$ cat config.mk
export PLATFORM = sky130hd
export DESIGN_NAME = aes_ctrl
export DESIGN_NICKNAME = d
export VERILOG_FILES = /design/src/hw/rtl/aes_pkg.sv /design/src/hw/rtl/aes_ctrl.sv
export SDC_FILE = /design/constraint.sdc
export NUM_CORES = 1
export LEC_CHECK = 0
export BUFFER_PORTS_ARGS = -buffer_cell sky130_fd_sc_hd__buf_2
export CORE_AREA = 2 2 39 41
export DETAILED_ROUTE_END_ITERATION = 6
export DIE_AREA = 0 0 41 43
export PLACE_DENSITY = 0.66
export SKIP_CTS_REPAIR_TIMING = 1
export SLEW_MARGIN = 20
export SYNTH_ARGS = -nofsm -noshare
export SYNTH_HDL_FRONTEND = slang
export SYNTH_SLANG_ARGS = --single-unit
$ cat constraint.sdc
create_clock -name clock -period 1.6 [get_ports clock]
set_clock_uncertainty 0.15 [all_clocks]
set_input_delay 0.48 -clock clock [delete_from_list [all_inputs] [get_ports clock]]
set_output_delay 0.48 -clock clock [all_outputs]
set_load 0.005 [all_outputs]
$ cat src/hw/rtl/aes_pkg.sv
`default_nettype none
package aes_pkg;

   localparam int Rounds   = 10;
   localparam int RoundW   = $clog2(Rounds + 1);

   localparam logic [2:0] CSR_KEY_HIGH = 3'd0;
   localparam logic [2:0] CSR_KEY_LOW  = 3'd1;
   localparam logic [2:0] CSR_IV_HIGH  = 3'd2;
   localparam logic [2:0] CSR_IV_LOW   = 3'd3;
   localparam logic [2:0] CSR_DECRYPT  = 3'd4;

   typedef struct packed {
      logic [63:0] block_high;
      logic [63:0] block_low;
      logic        first_block;
   } req_type;

   typedef struct packed {
      logic [63:0] result_high;
      logic [63:0] result_low;
   } rsp_type;

   typedef enum logic [2:0] {
      ST_IDLE, ST_EXPAND, ST_LOAD, ST_ROUND, ST_DONE
   } state_type;

   typedef struct packed {
      logic             start;
      logic             expand;
      logic             load;
      logic             round;
      logic             finish;
      logic [RoundW-1:0] rnd;
   } cmd_type;

   typedef logic [7:0] sbox_table_type [256];

   localparam sbox_table_type Sbox = '{
      8'h63,8'h7c,8'h77,8'h7b,8'hf2,8'h6b,8'h6f,8'hc5,8'h30,8'h01,8'h67,8'h2b,8'hfe,8'hd7,8'hab,8'h76,
      8'hca,8'h82,8'hc9,8'h7d,8'hfa,8'h59,8'h47,8'hf0,8'had,8'hd4,8'ha2,8'haf,8'h9c,8'ha4,8'h72,8'hc0,
      8'hb7,8'hfd,8'h93,8'h26,8'h36,8'h3f,8'hf7,8'hcc,8'h34,8'ha5,8'he5,8'hf1,8'h71,8'hd8,8'h31,8'h15,
      8'h04,8'hc7,8'h23,8'hc3,8'h18,8'h96,8'h05,8'h9a,8'h07,8'h12,8'h80,8'he2,8'heb,8'h27,8'hb2,8'h75,
      8'h09,8'h83,8'h2c,8'h1a,8'h1b,8'h6e,8'h5a,8'ha0,8'h52,8'h3b,8'hd6,8'hb3,8'h29,8'he3,8'h2f,8'h84,
      8'h53,8'hd1,8'h00,8'hed,8'h20,8'hfc,8'hb1,8'h5b,8'h6a,8'hcb,8'hbe,8'h39,8'h4a,8'h4c,8'h58,8'hcf,
      8'hd0,8'hef,8'haa,8'hfb,8'h43,8'h4d,8'h33,8'h85,8'h45,8'hf9,8'h02,8'h7f,8'h50,8'h3c,8'h9f,8'ha8,
      8'h51,8'ha3,8'h40,8'h8f,8'h92,8'h9d,8'h38,8'hf5,8'hbc,8'hb6,8'hda,8'h21,8'h10,8'hff,8'hf3,8'hd2,
      8'hcd,8'h0c,8'h13,8'hec,8'h5f,8'h97,8'h44,8'h17,8'hc4,8'ha7,8'h7e,8'h3d,8'h64,8'h5d,8'h19,8'h73,
      8'h60,8'h81,8'h4f,8'hdc,8'h22,8'h2a,8'h90,8'h88,8'h46,8'hee,8'hb8,8'h14,8'hde,8'h5e,8'h0b,8'hdb,
      8'he0,8'h32,8'h3a,8'h0a,8'h49,8'h06,8'h24,8'h5c,8'hc2,8'hd3,8'hac,8'h62,8'h91,8'h95,8'he4,8'h79,
      8'he7,8'hc8,8'h37,8'h6d,8'h8d,8'hd5,8'h4e,8'ha9,8'h6c,8'h56,8'hf4,8'hea,8'h65,8'h7a,8'hae,8'h08,
      8'hba,8'h78,8'h25,8'h2e,8'h1c,8'ha6,8'hb4,8'hc6,8'he8,8'hdd,8'h74,8'h1f,8'h4b,8'hbd,8'h8b,8'h8a,
      8'h70,8'h3e,8'hb5,8'h66,8'h48,8'h03,8'hf6,8'h0e,8'h61,8'h35,8'h57,8'hb9,8'h86,8'hc1,8'h1d,8'h9e,
      8'he1,8'hf8,8'h98,8'h11,8'h69,8'hd9,8'h8e,8'h94,8'h9b,8'h1e,8'h87,8'he9,8'hce,8'h55,8'h28,8'hdf,
      8'h8c,8'ha1,8'h89,8'h0d,8'hbf,8'he6,8'h42,8'h68,8'h41,8'h99,8'h2d,8'h0f,8'hb0,8'h54,8'hbb,8'h16
   };

   function automatic logic [7:0] inv_sbox(input logic [7:0] v);
      logic [7:0] r;
      r = 8'h00;
      for (int i = 0; i < 256; i++) begin
         if (Sbox[i] == v) r = 8'(i);
      end
      return r;
   endfunction

   function automatic logic [7:0] xtime(input logic [7:0] a);
      return {a[6:0], 1'b0} ^ (a[7] ? 8'h1b : 8'h00);
   endfunction

   function automatic logic [7:0] rcon(input logic [RoundW-1:0] r);
      logic [7:0] v;
      v = 8'h01;
      for (int i = 1; i < Rounds; i++) begin
         if (r > RoundW'(i)) v = xtime(v);
      end
      return v;
   endfunction

endpackage
`default_nettype wire

$ cat src/hw/rtl/aes_ctrl.sv
`default_nettype none
module aes_ctrl (
   input  wire logic                       clock,
   input  wire logic                       reset,
   input  wire logic                       req_valid,
   output      logic                       req_ready,
   input  wire logic                       first_block,
   output      logic                       rsp_valid,
   input  wire logic                       rsp_ready,
   output      aes_pkg::cmd_type           cmd
);
   aes_pkg::state_type state_ff, state_in;
   logic [aes_pkg::RoundW-1:0] rnd_ff, rnd_in;
   logic rsp_valid_ff, rsp_valid_in;

   // expansion: rnd steps 0..Rounds, one round key (two entries) a step
   // load: reads round key for first round. round: rnd 1..Rounds
   // done: holds until the response register is free
   always_comb begin
      state_in = state_ff;
      rnd_in   = rnd_ff;
      unique case (state_ff)
         aes_pkg::ST_IDLE: begin
            if (req_valid && req_ready) begin
               rnd_in   = '0;
               state_in = first_block ? aes_pkg::ST_EXPAND : aes_pkg::ST_LOAD;
            end
         end
         aes_pkg::ST_EXPAND: begin
            rnd_in = rnd_ff + 1'b1;
            if (rnd_ff == aes_pkg::RoundW'(aes_pkg::Rounds)) begin
               rnd_in   = '0;
               state_in = aes_pkg::ST_LOAD;
            end
         end
         aes_pkg::ST_LOAD: begin
            rnd_in   = aes_pkg::RoundW'(1);
            state_in = aes_pkg::ST_ROUND;
         end
         aes_pkg::ST_ROUND: begin
            rnd_in = rnd_ff + 1'b1;
            if (rnd_ff == aes_pkg::RoundW'(aes_pkg::Rounds)) state_in = aes_pkg::ST_DONE;
         end
         aes_pkg::ST_DONE: begin
            if (!rsp_valid_ff || rsp_ready) state_in = aes_pkg::ST_IDLE;
         end
         default: state_in = aes_pkg::ST_IDLE;
      endcase
   end

   always_comb begin
      rsp_valid_in = rsp_valid_ff;
      if (rsp_valid_ff && rsp_ready) rsp_valid_in = 1'b0;
      if (cmd.finish) rsp_valid_in = 1'b1;
   end

   always_comb begin
      cmd        = '0;
      cmd.rnd    = rnd_ff;
      req_ready  = (state_ff == aes_pkg::ST_IDLE);
      cmd.start  = req_valid && req_ready;
      cmd.expand = (state_ff == aes_pkg::ST_EXPAND);
      cmd.load   = (state_ff == aes_pkg::ST_LOAD);
      cmd.round  = (state_ff == aes_pkg::ST_ROUND);
      cmd.finish = (state_ff == aes_pkg::ST_DONE) && (!rsp_valid_ff || rsp_ready);
      rsp_valid  = rsp_valid_ff;
   end

   always_ff @(posedge clock) begin
      if (reset) begin
         state_ff     <= aes_pkg::ST_IDLE;
         rnd_ff       <= '0;
         rsp_valid_ff <= 1'b0;
      end else begin
         state_ff     <= state_in;
         rnd_ff       <= rnd_in;
         rsp_valid_ff <= rsp_valid_in;
      end
   end
endmodule
`default_nettype wire

==> results of run 1 <==
[worst min-delay path by stage]
stage	startpoint	slack, ns	depth (start not counted)	to
2_1_floorplan	rnd_ff[3]$_SDFFE_PP0P_	0.36	1	rnd_ff[3]$_SDFFE_PP0P_
3_3_place_gp	rnd_ff[3]$_SDFFE_PP0P_	0.37	1	rnd_ff[3]$_SDFFE_PP0P_
5_1_grt	reset	0.34	2	state_ff[2]$_SDFFE_PP0P_
4_1_cts	reset	0.35	2	state_ff[2]$_SDFFE_PP0P_
6_report	reset	0.35	2	state_ff[2]$_SDFFE_PP0P_
3_5_place_dp	rnd_ff[3]$_SDFFE_PP0P_	0.37	1	rnd_ff[3]$_SDFFE_PP0P_
[kinds of logic (layout without fill, tap and decap cells)]
group                    Yosys count  in the layout  share of synthesized area (%)
AND/OR/NAND/NOR                   27             27                           31.8
buffers and inverters              9             31                           8.13
AO/OA/AOI/OAI                     17             17                           23.6
adder cells (fa/ha/maj)            2              2                           4.93
flip-flops                         8              8                           31.5
[stage by stage]
step | TNS [ns] | worst slack, ns | instance area [sq um] | std cells | util (%)
detailed placement | -0.0419 | -0.0419 | 649 | 98 | 46.9
finish | -0.444 | -0.100 | 702 | 101 | 50.7
global route | -0.706 | -0.145 | 702 | 101 | 50.7
global placement | 0 | 0.00847 | 649 | 98 | 46.9
CTS | -1.05 | -0.254 | 672 | 101 | 48.6
floorplan | 0 | 0.0216 | 509 | 63 | -
[sequential cells by signal, summed over array words and instances (netlist names)]
name,flops
rsp_valid,1
rnd_ff,4
state_ff,3
[report_power, final]
| group | switching, mW | internal, mW |
|---|---|---|
| sequential | 0.0148 | 0.208 |
| combinational | 0.0493 | 0.0523 |
| clock | 0.0747 | 0.0863 |
[layout by cell type (no fill, tap or decap), types with 2 or more instances in the layout]
cell and instances:
a21oi_1 4, and2_1 2, buf_2 15, buf_4 10, clkbuf_4 3, dfxtp_1 4, dfxtp_2 2, dfxtp_4 2
inv_1 3, nand3_1 4, nand3b_1 2, nor2_1 5, nor3_2 2, o21ai_0 3
[final cells by class]
| type | count | area share (%) |
|---|---|---|
| well taps | 16 | 2.85 |
| repair buffers | 25 | 21.4 |
| flip-flops and latches | 8 | 24.2 |
| multi-input cells | 46 | 46.7 |
| clock buffers | 3 | 3.21 |
| inverters | 3 | 1.60 |
[critical path, stage by stage, from the launching register on]
cell     delay [ns]
dfxtp_4        0.38
and2b_1        0.17
and2_1         0.14
buf_2          0.12
[layer usage]
| layer | global-route usage, % | routed length [microns] |
|---|---|---|
| met5 | 0 | 0 |
| met4 | 12.0 | 40 |
| met3 | 4.71 | 68 |
| met2 | 24.1 | 621 |
| met1 | 18.6 | 586 |
==> impl_metrics.py, run 1 <==
metrics = {
    "status": {
        "outcome": "finished, violations left",
        "violations": "setup timing",
    },
    "critical_path": {
        "worstPathArrival_ns": 1.07,
        "critical_path_class": "flop to output port",
        "crit_path_end": "cmd[5]",
        "cp-start-kind": "flop",
        "path_max_fanout": 10,
        "timing.rr.start": "rnd_ff[0]$_SDFFE_PP0P_",
        "setup.worst_path.start": "state_ff[0]$_SDFFE_PP0P_",
        "reg2reg_slack_ns": 0.06,
        "cp-end-kind": "output port",
        "crit_required_ns": 0.97,
        "r2r-end": "state_ff[1]$_SDFFE_PP0P_",
        "r2r_cells": 5,
    },
    "synthesis": {
        "syn_area_per_cell_sq_um": 8.06,
        "yosys-top-cells-area": "dfxtp_1, ha_1, nor2_1",
        "synth.most_common_cell": "dfxtp_1",
        "ys_seq_area_share_pct": 31.5,
        "ys_types": 34,
        "synthFlopType": "dfxtp_1",
        "syn-num-nets": 70,
        "mappedNetlistArea_sq_um": 508,
        "synth_commonest_cells": "dfxtp_1, nor2_1, a21oi_1, nand3_1",
        "ys_async_sr_fraction_pct": 0,
        "synth_top_area_share_pct": 31.5,
        "synth_edf_count": 0,
        "yosysTopAreaCell": "dfxtp_1",
        "synth-seq-cells": 8,
        "syn_inst": 63,
        "yosysWarnings": 0,
    },
    "pwr": {
        "peakVddDrop_uv": 472,
        "power_mw": 0.485,
        "p_leak_nw": 0.316,
        "p_per_area_mw_per_mm2": 691,
    },
    "routing": {
        "ant_nets": 0,
        "first_iter_violations": 3,
        "vias": 562,
        "post_drt_via_cell_ratio": 5.56,
        "wirelength_microns": 1320,
        "dr.pass1.iters": 6,
        "avgRoutedWirePerCell_microns": 13.0,
        "drcViolationCount": 0,
    },
    "floorplanning": {
        "start_util_pct": 36.7,
        "ioPinCount": 16,
        "rows": 14,
        "fp.dieH_microns": 43,
        "dieArea_sq_mm": 0.00176,
        "coreArea_sq_mm": 0.00138,
        "dieWidth_microns": 41,
    },
    "timing": {
        "post-route-min-period_ns": 1.70,
        "slew_violations": 0,
        "finalSetupViolations": 5,
        "fin_crit_sh_pct": 106,
        "max_freq_mhz": 588,
        "hold_ws_ns": 0.353,
        "finalWorstSetupSlack_ns": -0.100,
        "slew_headroom_pct": 68.9,
        "rsz0062_at_grt": "true",
        "hold_viol": 0,
        "tightest_slew_ns": 0.455,
    },
    "global_routing": {
        "grt_max_degree": 11,
        "grt_overflow": 0,
        "track_usage_pct": 16.2,
        "grt_pass1_vias": 458,
        "antenna_found_initial": 0,
        "grt_pass1_wl_microns": 1880,
    },
    "clock_tree": {
        "cts_root_buf": "clkbuf_4",
        "htreeDepth": 1,
        "cts_inserted_buffers": 3,
        "clockBufferDepth": 2,
        "clock-sinks": 8,
        "clk_pin_slew_ns": 0.06,
        "tritoncts": "yes",
        "clock_latency_ns": 0.26,
    },
    "flow_run": {
        "drv_cap": 0,
    },
    "cells_and_area": {
        "antennaDiodeCount": 0,
        "syn2layout_area_growth_pct": 38.2,
        "final-seq-area_sq_um": 170,
        "num-nets-final": 94,
        "final_layout_size_suffix_gt1_share_pct": 44.7,
        "fill_cells": 144,
        "multi_input_area_sq_um": 328,
    },
    "worst_hold_path": {
        "hp-class": "primary input to flop",
    },
    "place": {
        "dp_hpwl_microns": 888,
        "gp_congestion": 0.727,
        "io_buffers": 15,
    },
}
Note: power is estimated with default switching activity, not from simulation.
==> run 2: changes to the inputs <==
--- a/config.mk
+++ b/config.mk
@@ -6,12 +6,11 @@
 export NUM_CORES = 1
 export LEC_CHECK = 0
 export BUFFER_PORTS_ARGS = -buffer_cell sky130_fd_sc_hd__buf_2
-export CORE_AREA = 2 2 39 41
+export CORE_UTILIZATION = 30
 export DETAILED_ROUTE_END_ITERATION = 6
-export DIE_AREA = 0 0 41 43
-export PLACE_DENSITY = 0.66
+export PLACE_DENSITY = 0.55
 export SKIP_CTS_REPAIR_TIMING = 1
-export SLEW_MARGIN = 20
+export SLEW_MARGIN = 30
 export SYNTH_ARGS = -nofsm -noshare
 export SYNTH_HDL_FRONTEND = slang
 export SYNTH_SLANG_ARGS = --single-unit
==> run 2 against run 1 <==
  * The flow still finishes with violations (setup timing)
  * Final cell count up 2.0%
  * Utilization down 4.1 points
  * Global-route usage down 2.2 points
  * Die area up 5.6%
  * Routed wire length down 8.1%
  * Sequential cell count unchanged
  * Fmax about the same
  * Critical path type unchanged
==> impl_metrics.py, run 2 (synthesis results as in run 1) <==
metrics = {
    "status": {
        "outcome": "finished, violations left",
        "violations": "setup timing",
    },
    "timing": {
        "rsz0062_at_grt": "true",
        "max_freq_mhz": 588,
        "hold_viol": 0,
        "finalWorstSetupSlack_ns": -0.0995,
        "tightest_slew_ns": 0.349,
        "slew_violations": 0,
        "fin_crit_sh_pct": 106,
        "post-route-min-period_ns": 1.70,
        "finalSetupViolations": 5,
        "slew_headroom_pct": 76.2,
    },
    "clock_tree": {
        "htreeDepth": 1,
        "clockBufferDepth": 2,
        "clock_latency_ns": 0.26,
        "cts_inserted_buffers": 3,
        "clk_pin_slew_ns": 0.06,
        "clock-sinks": 8,
        "cts_root_buf": "clkbuf_4",
        "tritoncts": "yes",
    },
    "floorplanning": {
        "start_util_pct": 33.0,
        "fp.dieH_microns": 43.2,
        "coreArea_sq_mm": 0.00154,
        "dieArea_sq_mm": 0.00186,
        "dieWidth_microns": 43.2,
        "ioPinCount": 16,
        "rows": 14,
    },
    "flow_run": {
        "drv_cap": 0,
    },
    "pwr": {
        "p_leak_nw": 0.328,
        "p_per_area_mw_per_mm2": 678,
        "peakVddDrop_uv": 504,
        "power_mw": 0.488,
    },
    "routing": {
        "first_iter_violations": 5,
        "avgRoutedWirePerCell_microns": 11.7,
        "post_drt_via_cell_ratio": 5.21,
        "drcViolationCount": 0,
        "wirelength_microns": 1210,
        "vias": 537,
        "ant_nets": 0,
        "dr.pass1.iters": 4,
    },
    "critical_path": {
        "critical_path_class": "flop to output port",
        "reg2reg_slack_ns": 0.07,
        "path_buf_inv": 1,
        "cp-start-kind": "flop",
        "cp_slowest_stage_delay_ns": 0.37,
        "cpMaxStageDelayCell": "dfxtp_4",
        "path_max_fanout": 4,
        "path_cells": "and2b_1, and2_1, buf_2",
        "cp-end-kind": "output port",
        "crit_required_ns": 0.97,
        "critical_path.top_delay_family": "flip-flops",
        "r2r_cells": 5,
        "worstPathArrival_ns": 1.07,
        "path_depth": 3,
    },
    "worst_hold_path": {
        "worstHoldPathCells": 2,
        "hp-class": "primary input to flop",
    },
    "cells_and_area": {
        "syn2layout_area_growth_pct": 41.6,
        "regMostFlops": "rnd_ff",
        "antennaDiodeCount": 0,
        "fill_cells": 161,
        "final_cells": 103,
        "num-nets-final": 96,
        "final_layout_size_suffix_gt1_share_pct": 43.7,
        "most-common-layout-cells": "buf_2, buf_4, nor2_1",
        "mostFrequentLayoutCell": "buf_2",
        "largest_register_ffs": 4,
    },
    "global_routing": {
        "track_usage_pct": 14.0,
        "grt_pass1_wl_microns": 1900,
        "grt_max_degree": 13,
        "grt_pass1_vias": 441,
        "antenna_found_initial": 0,
        "grt_overflow": 0,
    },
    "place": {
        "placed_cells": 99,
        "gp_congestion": 0.809,
        "dp_hpwl_microns": 890,
        "io_buffers": 15,
    },
}
[run 2: changes by cell type in the layout (fill, tap and decap cells not counted)]
cell / previous run / this run
and3b_1: 0 / 1
and3b_2: 1 / 0
buf_4: 10 / 11
buf_6: 0 / 1
dfxtp_2: 2 / 1
dfxtp_4: 2 / 3
ha_1: 1 / 2
ha_2: 1 / 0
[run 2: path summary, 6_finish.rpt]
check | from | endpoint
worst min register to register | rnd_ff[3]$_SDFFE_PP0P_ | rnd_ff[3]$_SDFFE_PP0P_
worst max-delay path | state_ff[2]$_SDFFE_PP0P_ | cmd[5]
worst min-delay path | reset | state_ff[2]$_SDFFE_PP0P_
worst max register to register | rnd_ff[0]$_SDFFE_PP0P_ | state_ff[1]$_SDFFE_PP0P_
[run 2: metal layers]
layer	vias up	wire [microns]	GRT usage (%)
met4	0	0	6.06
li1	282	-	-
met1	238	584	16.9
met5	-	0	0
met3	0	76	6.38
met2	17	549	21.2
[run 2: through the flow]
step	setup TNS (ns)	worst slack [ns]	instance area [sq um]	util [%]	hold WS (ns)
6_report	-0.358	-0.0995	719	46.7	0.349
4_1_cts	-1.06	-0.231	679	44.1	0.358
2_1_floorplan	0	0.0216	509	-	0.362
5_1_grt	-0.594	-0.128	719	46.7	0.359
3_5_place_dp	0	0.0194	657	42.6	0.377
3_3_place_gp	0	0.0371	657	42.6	0.371
[run 2: final cells by class]
type | count | area, sq um | share of cell area, %
multi-input combinational | 46 | 324 | 45.0
sequential | 8 | 173 | 24.0
timing repair buffer | 27 | 169 | 23.5
clock buffer | 3 | 22.5 | 3.13
tap | 16 | 20.0 | 2.78
inverter | 3 | 11.3 | 1.57
[run 2: where the power goes]
part	switching, mW	leakage [nW]	total, mW	internal, mW
clock	0.0756	0.0138	0.162	0.0863
combinational	0.0475	0.247	0.105	0.0573
sequential	0.0141	0.0675	0.221	0.207
total	0.137	0.328	0.488	0.351
[run 2: worst register-to-register path, cell delays in order, from the launching register on]
cell and delay, ns:
dfxtp_2 0.32, inv_1 0.06, ha_1 0.20, and3b_1 0.20, o21a_1 0.17, o311a_1 0.31
